$ cat src/rtl/page_table_builder_walker_macros.svh
// Assertion macros used by the page table builder and walker controller.
`ifndef PAGE_TABLE_BUILDER_WALKER_MACROS_SVH
`define PAGE_TABLE_BUILDER_WALKER_MACROS_SVH
`ifndef SYNTHESIS
`define PTBW_ASSERT_IMP(lbl, ante, cons) \
   lbl: assert property (@(posedge clock) disable iff (reset) (ante) |-> (cons)) \
      else $error("assertion failed");
`define PTBW_ASSERT_NXT(lbl, ante, cons) \
   lbl: assert property (@(posedge clock) disable iff (reset) (ante) |=> (cons)) \
      else $error("assertion failed");
`else
`define PTBW_ASSERT_IMP(lbl, ante, cons)
`define PTBW_ASSERT_NXT(lbl, ante, cons)
`endif
`endif

$ cat src/rtl/ptbw_pkg.sv
// Shared types, codes and constants of the page table builder and walker.
package ptbw_pkg;
   localparam int VIRT_BITS  = 39;
   localparam int PHYS_BITS  = 56;
   localparam int ENTRY_W    = 64;
   localparam int PPN_W      = 44;
   localparam int PAGE_SHIFT = 12;
   localparam int VPN_W      = 9;
   localparam int OP_W       = 2;
   localparam int MODE_W     = 3;
   localparam int CNT_W      = 16;
   localparam int STAT_W     = 3;
   localparam int LVL_W      = 2;
   localparam int CSR_IDX_W  = 2;

   localparam logic [LVL_W-1:0] LVL_TOP = 2'd2;

   localparam logic [OP_W-1:0] OP_ALLOC   = 2'd0;
   localparam logic [OP_W-1:0] OP_XLATE   = 2'd1;
   localparam logic [OP_W-1:0] OP_RESERVE = 2'd2;

   localparam logic [MODE_W-1:0] MODE_USER_NOEXEC = 3'd0;
   localparam logic [MODE_W-1:0] MODE_RT_NOEXEC   = 3'd1;
   localparam logic [MODE_W-1:0] MODE_RT_FULL     = 3'd2;
   localparam logic [MODE_W-1:0] MODE_USER_FULL   = 3'd3;
   localparam logic [MODE_W-1:0] MODE_UNTRUSTED   = 3'd4;

   localparam logic [STAT_W-1:0] ST_DONE     = 3'd0;
   localparam logic [STAT_W-1:0] ST_MAPPED   = 3'd1;
   localparam logic [STAT_W-1:0] ST_BAD_MODE = 3'd2;
   localparam logic [STAT_W-1:0] ST_BEYOND   = 3'd3;
   localparam logic [STAT_W-1:0] ST_NO_TABLE = 3'd4;

   localparam logic [CSR_IDX_W-1:0] CSR_ENCLAVE_BASE   = 2'd0;
   localparam logic [CSR_IDX_W-1:0] CSR_UNTRUSTED_BASE = 2'd1;

   localparam logic [7:0] PTE_V = 8'h01;
   localparam logic [7:0] PTE_R = 8'h02;
   localparam logic [7:0] PTE_W = 8'h04;
   localparam logic [7:0] PTE_X = 8'h08;
   localparam logic [7:0] PTE_U = 8'h10;
   localparam logic [7:0] PTE_A = 8'h40;
   localparam logic [7:0] PTE_D = 8'h80;

   localparam logic [PHYS_BITS-1:0] PAGE_BYTES = 56'd4096;
   localparam logic [VIRT_BITS-1:0] VPAGE_BYTES = 39'd4096;

   typedef struct packed {
      logic clr_wr;
      logic load;
      logic rd;
      logic take;
      logic mk_table;
      logic fin_nt;
      logic fin_xlate;
      logic fin_mapped;
      logic alloc;
      logic fin_beyond;
      logic descend;
      logic next_page;
   } cmd_type;

   typedef struct packed {
      logic            clr_last;
      logic [OP_W-1:0] op;
      logic            cnt_zero;
      logic            all_done;
      logic            ent_valid;
      logic            lvl_zero;
      logic            lvl_one;
      logic            in_store;
   } stat_type;

   function automatic logic [7:0] mode_flags(input logic [MODE_W-1:0] mode);
      logic [7:0] f;
      case (mode)
         MODE_USER_NOEXEC: f = PTE_D | PTE_A | PTE_R | PTE_W | PTE_U | PTE_V;
         MODE_RT_NOEXEC:   f = PTE_D | PTE_A | PTE_R | PTE_W | PTE_V;
         MODE_RT_FULL:     f = PTE_D | PTE_A | PTE_R | PTE_W | PTE_X | PTE_V;
         MODE_USER_FULL:   f = PTE_D | PTE_A | PTE_R | PTE_W | PTE_X | PTE_U | PTE_V;
         MODE_UNTRUSTED:   f = PTE_D | PTE_A | PTE_R | PTE_W | PTE_V;
         default:          f = 8'h00;
      endcase
      return f;
   endfunction
endpackage

$ cat src/rtl/ptbw_ctrl.sv
// Controller state machine that sequences store clearing, table walks and responses.
`include "page_table_builder_walker_macros.svh"
module ptbw_ctrl (
   input  logic               clock,
   input  logic               reset,
   input  logic               req_valid,
   output logic               req_ready,
   output logic               rsp_valid,
   input  logic               rsp_ready,
   input  ptbw_pkg::stat_type stat,
   output ptbw_pkg::cmd_type  cmd
);
   import ptbw_pkg::*;

   localparam logic [2:0] S_CLEAR = 3'd0;
   localparam logic [2:0] S_IDLE  = 3'd1;
   localparam logic [2:0] S_DISP  = 3'd2;
   localparam logic [2:0] S_READ  = 3'd3;
   localparam logic [2:0] S_RESP  = 3'd4;
   localparam logic [2:0] S_CHECK = 3'd5;
   localparam logic [2:0] S_NEXT  = 3'd6;
   localparam logic [2:0] S_DONE  = 3'd7;

   logic [2:0] state_ff, state_in;

   assign req_ready = (state_ff == S_IDLE);
   assign rsp_valid = (state_ff == S_DONE);

   always_comb begin
      cmd      = '0;
      state_in = state_ff;
      case (state_ff)
         S_CLEAR: begin
            cmd.clr_wr = 1'b1;
            if (stat.clr_last) begin
               state_in = S_IDLE;
            end
         end
         S_IDLE: begin
            if (req_valid) begin
               cmd.load = 1'b1;
               state_in = S_DISP;
            end
         end
         S_DISP: begin
            if (stat.op == OP_ALLOC || stat.op == OP_XLATE ||
                (stat.op == OP_RESERVE && !stat.cnt_zero)) begin
               state_in = S_READ;
            end else begin
               state_in = S_DONE;
            end
         end
         S_READ: begin
            cmd.rd   = 1'b1;
            state_in = S_RESP;
         end
         S_RESP: begin
            if (stat.lvl_zero) begin
               state_in = S_DONE;
               if (stat.op == OP_XLATE) begin
                  cmd.fin_xlate = 1'b1;
               end else if (stat.ent_valid) begin
                  cmd.fin_mapped = 1'b1;
               end else begin
                  cmd.alloc = 1'b1;
               end
            end else if (stat.ent_valid) begin
               cmd.take = 1'b1;
               state_in = S_CHECK;
            end else if (stat.op == OP_XLATE) begin
               cmd.fin_nt = 1'b1;
               state_in   = S_DONE;
            end else begin
               cmd.mk_table = 1'b1;
               state_in     = S_CHECK;
            end
         end
         S_CHECK: begin
            if (!stat.in_store) begin
               cmd.fin_beyond = 1'b1;
               state_in       = S_DONE;
            end else if (stat.lvl_one && stat.op == OP_RESERVE) begin
               cmd.next_page = 1'b1;
               state_in      = S_NEXT;
            end else begin
               cmd.descend = 1'b1;
               state_in    = S_READ;
            end
         end
         S_NEXT: begin
            state_in = stat.all_done ? S_DONE : S_READ;
         end
         S_DONE: begin
            if (rsp_ready) begin
               state_in = S_IDLE;
            end
         end
         default: begin
            state_in = S_IDLE;
         end
      endcase
   end

   always_ff @(posedge clock) begin
      if (reset) begin
         state_ff <= S_CLEAR;
      end else begin
         state_ff <= state_in;
      end
   end

   `PTBW_ASSERT_NXT(a_load_dispatch, req_valid && req_ready, state_ff == S_DISP)
   `PTBW_ASSERT_IMP(a_table_not_xlate, cmd.mk_table, stat.op != OP_XLATE && !stat.lvl_zero)
   `PTBW_ASSERT_IMP(a_alloc_at_leaf, cmd.alloc, stat.lvl_zero && stat.op == OP_ALLOC)
   `PTBW_ASSERT_IMP(a_descend_in_store, cmd.descend, stat.in_store && !stat.lvl_zero)
endmodule
$ cat config.mk
export PLATFORM = sky130hd
export DESIGN_NAME = ptbw_ctrl
export DESIGN_NICKNAME = d
export VERILOG_FILES = /design/src/rtl/ptbw_pkg.sv /design/src/rtl/ptbw_ctrl.sv
export VERILOG_INCLUDE_DIRS = /design/src /design/src/rtl
export SDC_FILE = /design/constraint.sdc
export NUM_CORES = 1
export LEC_CHECK = 0
export ABC_AREA = 1
export BUFFER_PORTS_ARGS = -buffer_cell sky130_fd_sc_hd__buf_2
export CORE_AREA = 4 4 41 43
export DETAILED_ROUTE_END_ITERATION = 6
export DIE_AREA = 0 0 45 47
export PLACE_DENSITY = 0.63
export SYNTH_ARGS = -nofsm -noshare
export SYNTH_HDL_FRONTEND = slang
export SYNTH_SLANG_ARGS = --single-unit
$ cat constraint.sdc
create_clock -name clock -period 2.15 [get_ports clock]
set_input_delay 0.645 -clock clock [delete_from_list [all_inputs] [get_ports clock]]
set_output_delay 0.645 -clock clock [all_outputs]
set_load 0.005 [all_outputs]
-- After elaboration in Yosys (flattened, before gate mapping)
Index checks and enable logic that the tools add are counted.
- bits in registers: 3
- bits of input ports: 13
- output and inout port bits: 14
- equality and inequality tests: 12
- multiplexer cells: 29
- reduce and logical (&&, ||, !) cells: 8
- operators by type and width (operator ; number):
    two-way mux 3 bit ; 12
    case mux 3 bit (8 select lines) ; 1
    equality test 3 bit, second input constant ; 4
    two-way mux 1 bit ; 11
    two-way mux 2 bit ; 4
    equality test 3 x 2 -> 1 bit, second input constant ; 2
    two-way mux 6 bit ; 1
    != test 2 bit, second input constant ; 2
    equality test 3 x 1 -> 1 bit, second input constant ; 1
    logical NOT 3 bit ; 1
    AND reduction 3 bit ; 1
    equality test 2 x 1 -> 1 bit, second input constant ; 1
    equality test 2 bit, second input constant ; 1
    logical AND 1 bit ; 2
    logical NOT 2 bit ; 1
    logical OR 1 bit ; 2
    != test 2 x 1 -> 1 bit, second input constant ; 1
    logical NOT 1 bit ; 1

-- Logic depth before layout (Yosys ltp)
Gate-level depths: netlist of run 1.
- word-level depth: 5
- gate-level depth with buffers: 8

-- Worst setup path after synthesis of run 1
No wires, ideal clock.
- path kind: input port to output port
- start: input stat[6] (netlist bit)
- end: output cmd[0] (netlist bit)
- data arrival time: 1.016 ns
- slack: 0.489 ns
- cell stages on the path: 3
- buffers on the path: 0
- path through: inv_1 nand3_1 nor3_1
- RTL lines (element ; RTL line ; source):
    start: declaration ; ptbw_ctrl.sv:10 ; input ptbw_pkg::stat_type stat,
    end: declaration ; ptbw_ctrl.sv:11 ; output ptbw_pkg::cmd_type cmd

==> results.cfg, run 1 <==
[run_status]
status = finished clean

[worst_setup_path]
reg2reg_slack_ns = 1.09
cp-start-kind = flop
critPathBufInv = 2
crit_path_top_delay_cell = dfxtp_1
rr_startpoint = state_ff[2]
r2r_end = state_ff[2]
crit_type = flop to output pin
max_stage_delay_ns = 0.41
cp.required_ns = 1.50
cpLargestDelayFamily = flip-flops
worst-r2r-cell-count = 7
path_max_fanout = 8
cp.arrival_ns = 1.26
crit_chain = inv_2 > nor2_1 > nand2_1 > nor3_2 > buf_2
crit_path_end_kind = output pin

[grt]
grt_antenna_before_repair = 0
overflow = 0
grt_max_degree = 9
grt_pass1_vias = 453
track_usage = 0.1034
grt_pass1_wl_mm = 1.642

[route]
num_vias = 490
via_per_inst = 4.083
first_pass_iters = 4
drc = 0
drt_iter0_markers = 4
ant_nets = 0
wl_per_cell_um = 7.892
routed_wl_um = 947

[timing]
slew-limit-headroom = 0.8669
worstMarginPinSlew_ns = 0.1996
finalSetupViolCount = 0
fin_crit_ns = 1.906
hold_viol = 0
post-route-period-util = 0.8863
grt_setup_unrepaired = no
setup_tns_ns = 0
drv_slew = 0
fmax_mhz = 524.8
fin_skew_ns = 0.002192

[synthesis]
yosys-top-cells-count = nand2_1 (19), nor2_1 (17), inv_1 (14)
yosysMostFrequentCell = nand2_1
ys_ff_latch = 3
synth_nets = 88
syn_inst = 75
synthFlopType = dfxtp_1
synth_cell_type_count = 15
ys_top_cells_by_area = nand2_1 (19%), nor2_1 (17%), dfxtp_1 (16%)
synth_area_per_cell_um2 = 5.005
yosysTopAreaCell = nand2_1
synth_top_area_frac = 0.1900
synthArstFlopShare = 0
ys_seq_area_frac = 0.1600
synth-edff-count = 0
synth_warnings = 0
synth_area_um2 = 375.4

[finish]
largest_reg_flops = 3
fillerInstances = 161
fin_nets = 119
synthToLayoutAreaGrowth_pct = 46.67
largest_register = state_ff
design_area_um2 = 550.5
layout-drive-gt1-share = 0.4000
reg.largest.list = state_ff (3)
diodes = 0

[hold_path]
whs_endpoint = state_ff[1]
whs_path_depth = 2
hold_start = reset
hp-class = input pin to flop

[cts]
ctsResizeCount = 0
cts_buffer_depth = 2
cts_buffers = 3
insertion_delay_ns = 0.23
cts_setup_buffers = 0
cts_tree = built
htreeDepth = 1
numClockSinks = 3
cts-root-buf = clkbuf_4
path_clk_slew_ns = 0.03
cts_hold_buf = 0

[place]
gp_congestion = 0.7946
post-dp-hpwl_um = 857.7
placed_cell_area_um2 = 524.3
port-buffer-count = 26

[floorplan]
die_y_um = 47
die_w_um = 45
die-area_mm2 = 0.002115
row_count = 13
core-area_mm2 = 0.001301
start_util = 0.2885
pin_count = 27

[job]
maxCapViolCount = 0

[power_and_ir_drop]
leakagePower_nw = 0.3586
peakVddDrop_uv = 389.1
power_density_mw_per_mm2 = 588.2
power_w = 0.0003238
## cells in the final DEF, fill, tap and decap left out, drive strengths merged, types with 3 or more instances in the layout
cell	Yosys	final
inv	18	18
nand3	4	4
nor2	22	22
buf	0	26
nor3	3	3
nand2	21	21
clkbuf	0	4
dfxtp	3	3
## cell families (layout without fill, tap and decap cells)
family                 Yosys count  count (layout)  synth area share
AND/OR/NAND/NOR                 50              50            0.5967
buffers and inverters           19              49            0.1900
flip-flops                       3               3            0.1600
AO/OA/AOI/OAI                    3               3           0.05334
## power breakdown
part,switching (W),internal (W),total (W)
clock,0.0000260,0.0000693,0.0000954
sequential,0.0000130,0.0000665,0.0000795
combinational,0.0000902,0.0000587,0.000149
total,0.000129,0.000195,0.000324
## final cells by class
class	instances	area (um^2)	share of cell area
Multi-Input combinational cell	53	244.0	0.4432
Sequential cell	3	60.06	0.1091
Clock buffer	4	26.28	0.04773
Tap cell	15	18.77	0.03409
Inverter	19	71.32	0.1295
Timing Repair Buffer	26	130.1	0.2364
## metrics by stage
step / setup WS [ns] / hold slack [ns] / util / cells
6_report: 0.2444 / 0.5875 / 0.4231 / 120
5_1_grt: 0.06350 / 0.5722 / 0.4231 / 120
4_1_cts: 0.2219 / 0.5812 / 0.4231 / 120
3_5_place_dp: 0.2407 / 0.6693 / 0.4029 / 116
3_3_place_gp: 0.2720 / 0.6819 / 0.4029 / 116
2_1_floorplan: 0.4892 / 0.6205 / - / 75
## worst max path at each step
stage / startpoint / to / slack [ns] / cells after the start
after floorplan: stat[6] / cmd[0] / 0.49 / 3
after CTS: state_ff[2] / cmd[4] / 0.22 / 5
after detailed placement: stat[6] / cmd[0] / 0.24 / 5
final: state_ff[2] / cmd[4] / 0.24 / 5
after global placement: stat[7] / cmd[6] / 0.27 / 5
after global routing: state_ff[2] / cmd[4] / 0.06 / 5
## layer usage
layer / up-vias / wire length (um) / part of all wire / track usage
li1: 282 / - / - / -
met1: 191 / 424 / 0.45 / 0.1134
met2: 17 / 447 / 0.47 / 0.1949
met3: 0 / 75 / 0.079 / 0.03448
met4: 0 / 0 / 0 / 0.01754
met5: - / 0 / 0 / 0
No activity file was read; power rests on OpenSTA's default activity.
==> run 2, diff against run 1 <==
Clock period 2.15 ns to 1.78 ns, I/O delays scaled along.
==> results.cfg, run 2 (synthesis gave the netlist of run 1 again) <==
[run_status]
status = finished clean

[worst_setup_path]
worst-r2r-cell-count = 8
crit_path_end_kind = output pin
startpoint = stat[6]
cp.required_ns = 1.25
cp-start-kind = input pin
path_max_fanout = 3
crit_type = input pin to output pin
rr_startpoint = state_ff[1]
cp.arrival_ns = 1.15

[route]
drt_iter0_markers = 5
routed_wl_um = 957
via_per_inst = 4.100
wl_per_cell_um = 7.975
num_vias = 492
drc = 0
first_pass_iters = 4
ant_nets = 0

[floorplan]
die_y_um = 47
die-area_mm2 = 0.002115
pin_count = 27
start_util = 0.2885
row_count = 13
die_w_um = 45
core-area_mm2 = 0.001301

[cts]
path_clk_slew_ns = 0.03
insertion_delay_ns = 0.23
cts_tree = built
htreeDepth = 1
cts_buffer_depth = 2
cts-root-buf = clkbuf_4
numClockSinks = 3
cts_buffers = 3

[finish]
fin_cells = 120
fillerInstances = 163
fin_nets = 119
finalCoreUtilization = 0.4490
layout-drive-gt1-share = 0.4667
final_common_cell = buf_2
seq_area_um2 = 66.31
multi_input_area_um2 = 266.5
largest_reg_flops = 3
largest_register = state_ff
reg.largest.list = state_ff (3)
synthToLayoutAreaGrowth_pct = 55.67
most-common-layout-cells = buf_2 (26), nand2_1 (18), nor2_1 (15), inv_1 (13)
diodes = 0

[power_and_ir_drop]
power_density_mw_per_mm2 = 713.9
leakagePower_nw = 0.3617
peakVddDrop_uv = 502.3

[timing]
hold_viol = 0
fin_crit_ns = 1.680
worstMarginPinSlew_ns = 0.1983
post-route-period-util = 0.9438
slew-limit-headroom = 0.8678
fmax_mhz = 595.2
fin_skew_ns = 0.002297
finalSetupViolCount = 0
setup_tns_ns = 0
drv_slew = 0

[grt]
grt_pass1_vias = 453
grt_antenna_before_repair = 0
grt_pass1_wl_mm = 1.642
overflow = 0
grt_max_degree = 9
track_usage = 0.1034

[hold_path]
hold_start = reset
hp-class = input pin to flop
whs_path_depth = 2

[place]
dpl.cell_count = 116
gp_congestion = 0.7946
port-buffer-count = 26
post-dp-hpwl_um = 857.7

[job]
maxCapViolCount = 0
## run 2: cell types whose count changed in the layout (fill, tap and decap cells not counted)
cell | before | now
inv_4 | 0 | 2
nand2_2 | 2 | 3
nand2_1 | 19 | 18
dfxtp_4 | 0 | 1
inv_2 | 4 | 3
dfxtp_1 | 3 | 0
dfxtp_2 | 0 | 2
nor2_2 | 4 | 3
nor2_1 | 17 | 15
inv_1 | 14 | 13
nor2_4 | 1 | 4
## run 2: critical path, cell delays in order
cell     delay [ns]
buf_2          0.10
inv_1          0.07
nand3_1        0.11
nor3_1         0.18
buf_2          0.14
## run 2: report_power, final
| group | internal, W | total (W) | switching, W |
|---|---|---|---|
| Clock | 0.0000837 | 0.000115 | 0.0000310 |
| Combinational | 0.0000784 | 0.000198 | 0.000120 |
| Sequential | 0.0000842 | 0.000104 | 0.0000200 |
## run 2: final cells by class
class                           instances  area share
Clock buffer                            4     0.04497
Sequential cell                         3      0.1135
Multi-Input combinational cell         53      0.4561
Tap cell                               15     0.03212
Timing Repair Buffer                   26      0.2227
Inverter                               19      0.1306
## run 2: repair_timing
action | in CTS | in global routing
pin swaps | 0 | 2
setup buffers | 0 | 0
endpoints found under the hold margin | 0 | 0
hold buffers | 0 | 0
endpoints found under the setup margin | 6 | 10
resized for setup | 1 | 12
## run 2: worst paths after layout
check,end,slack [ns]
worst max-delay path,cmd[0],0.1
worst min-delay path,state_ff[1],0.47
worst max register to register,state_ff[2],0.75
worst min register to register,state_ff[0],0.67
## run 2: routing by layer
layer  track usage  wire length [um]
met2        0.1949               462
met3       0.03448                69
met1        0.1134               425
met4       0.01754                 0
met5             0                 0
## run 2: per-stage QoR
stage	hold WS, ns	power (W)	setup WS (ns)	area (um^2)
after global routing	0.4535	0.0004669	-0.006698	584.3
after CTS	0.4702	0.0004017	0.02109	551.8
after detailed placement	0.6693	0.0002790	0.09268	524.3
after floorplan	0.6064	0.0002223	0.3412	375.4
after global placement	0.6819	0.0002782	0.1240	524.3
final	0.4695	0.0004171	0.09995	584.3
==> run 3, diff against run 2 <==
Settings changed: CTS_CLUSTER_DIAMETER set to 80.
Clock period 1.78 ns to 1.6 ns, I/O delays scaled along.
==> results.cfg, run 3 (synthesis gave the netlist of run 1 again) <==
[run_status]
status = finished, violations left
violations = negative setup slack

[timing]
grt_setup_unrepaired = yes
fin_ws_ns = -0.01961
fin_crit_ns = 1.620
finalSetupViolCount = 3
whs_ns = 0.4192
slew-limit-headroom = 0.8676
fmax_mhz = 617.4
drv_slew = 0
post-route-period-util = 1.012
fin_skew_ns = 0.003648
hold_viol = 0
worstMarginPinSlew_ns = 0.1966

[finish]
largest_reg_flops = 3
most-common-layout-cells = buf_2 (26), nand2_1 (18), nor2_1 (16), inv_1 (12), buf_4 (7)
fin_nets = 126
layout-drive-gt1-share = 0.5089
synthToLayoutAreaGrowth_pct = 73.67
largest_register = state_ff
fin_cells = 127
multi_input_area_um2 = 279.0
reg.largest.list = state_ff (3)
fillerInstances = 152
finalCoreUtilization = 0.5010
design_area_um2 = 651.9
seq_area_um2 = 68.82
final_common_cell = buf_2
diodes = 0

[route]
drt_iter0_markers = 2
ant_nets = 0
drc = 0
first_pass_iters = 2
num_vias = 520
via_per_inst = 4.094
wl_per_cell_um = 8.378
routed_wl_mm = 1.064

[cts]
cts_buffers = 3
numClockSinks = 3
cts_tree = built
path_clk_slew_ns = 0.04
cts-root-buf = clkbuf_4
htreeDepth = 1
cts_buffer_depth = 2
insertion_delay_ns = 0.23
cts_hold_buf = 0

[floorplan]
die_y_um = 47
pin_count = 27
die-area_mm2 = 0.002115
start_util = 0.2885
die_w_um = 45
row_count = 13
core-area_mm2 = 0.001301

[power_and_ir_drop]
combPwrFrac = 0.546
pwr-share-seq = 0.216
p_switching_w = 0.0002148
power_density_mw_per_mm2 = 830.5
p_clk_frac = 0.238
p_int_w = 0.0003266
leakagePower_nw = 0.3993
p_sw_frac = 0.3968
peakVddDrop_uv = 722.7

[grt]
grt_pass1_wl_mm = 1.773
track_usage = 0.1114
grt_max_degree = 6
overflow = 0
grt_antenna_before_repair = 0
grt_pass1_vias = 469

[worst_setup_path]
crit_path_end_kind = output pin
cp.required_ns = 1.12
r2r_end = state_ff[2]
reg2reg_slack_ns = 0.46
cp-start-kind = flop
path_max_fanout = 3
worst-r2r-cell-count = 9
cp.arrival_ns = 1.14
crit_path_top_delay_cell = dfxtp_2
crit_type = flop to output pin
max_stage_delay_ns = 0.34
crit_chain = inv_4 > nor2_4 > inv_2 > nor2_4 > inv_2 > nor2_1 > buf_2
rr_startpoint = state_ff[0]

[place]
placed_cell_area_um2 = 531.8
gp_congestion = 0.7878
port-buffer-count = 26
dpl.cell_count = 117
post-dp-hpwl_um = 862.1

[hold_path]
hp-class = input pin to flop
whs_path_depth = 2
whs_endpoint = state_ff[1]
hold_start = reset

[job]
maxCapViolCount = 0
[run 3: cell count changes in the layout (fill, tap and decap cells not counted), sizes merged]
cell / previous run / this run
buf: 26 / 33
[run 3: how the worst max path moves through the flow]
stage                     cells after the start   startpoint  endpoint
final                                         7  state_ff[0]    cmd[2]
after global routing                          6  state_ff[1]    cmd[4]
after CTS                                     6  state_ff[1]    cmd[4]
after detailed placement                      5      stat[6]    cmd[0]
after global placement                        5      stat[7]    cmd[6]
after floorplan                               3      stat[6]    cmd[0]
[run 3: routing by layer]
metal,part of all wire,GRT usage
met5,0,0
met4,0,0
met1,0.42,0.1318
met3,0.080,0.03831
met2,0.50,0.2062
[run 3: power groups by stage]
stage / clock (W) / combinational [W] / sequential [W]
4_1_cts: 0.000134 / 0.000251 / 0.000114
5_1_grt: 0.000145 / 0.000333 / 0.000121
2_1_floorplan: 0 / 0.000143 / 0.000104
3_3_place_gp: 0 / 0.000206 / 0.000108
6_report: 0.000129 / 0.000296 / 0.000117
3_5_place_dp: 0 / 0.000208 / 0.000108
[run 3: final cells by class]
cell class | count | area share
clock buffers | 4 | 0.04031
flip-flops and latches | 3 | 0.1056
repair buffers | 33 | 0.2802
well taps | 15 | 0.02879
multi-input cells | 53 | 0.4280
inverters | 19 | 0.1171
[run 3: critical path: cells and delay by family (launching register included)]
kind          cells  cell delay, ns
flops             1            0.34
buf+inv           4            0.27
simple gates      3            0.29
[run 3: what timing repair did]
action / in CTS / in global routing
endpoints found under the setup margin: 12 / 12
pin swaps: 2 / 3
buffers inserted: 3 / 3
gates resized for setup: 10 / 7
endpoints found under the hold margin: 0 / 0
[run 3: metrics by stage]
stage | TNS, ns | total power, W | worst slack, ns
floorplan | 0 | 0.0002474 | 0.2692
global placement | 0 | 0.0003144 | 0.05226
detailed placement | 0 | 0.0003159 | 0.008319
CTS | -0.06767 | 0.0004991 | -0.02317
global route | -0.8751 | 0.0005988 | -0.1152
finish | -0.04671 | 0.0005414 | -0.01961
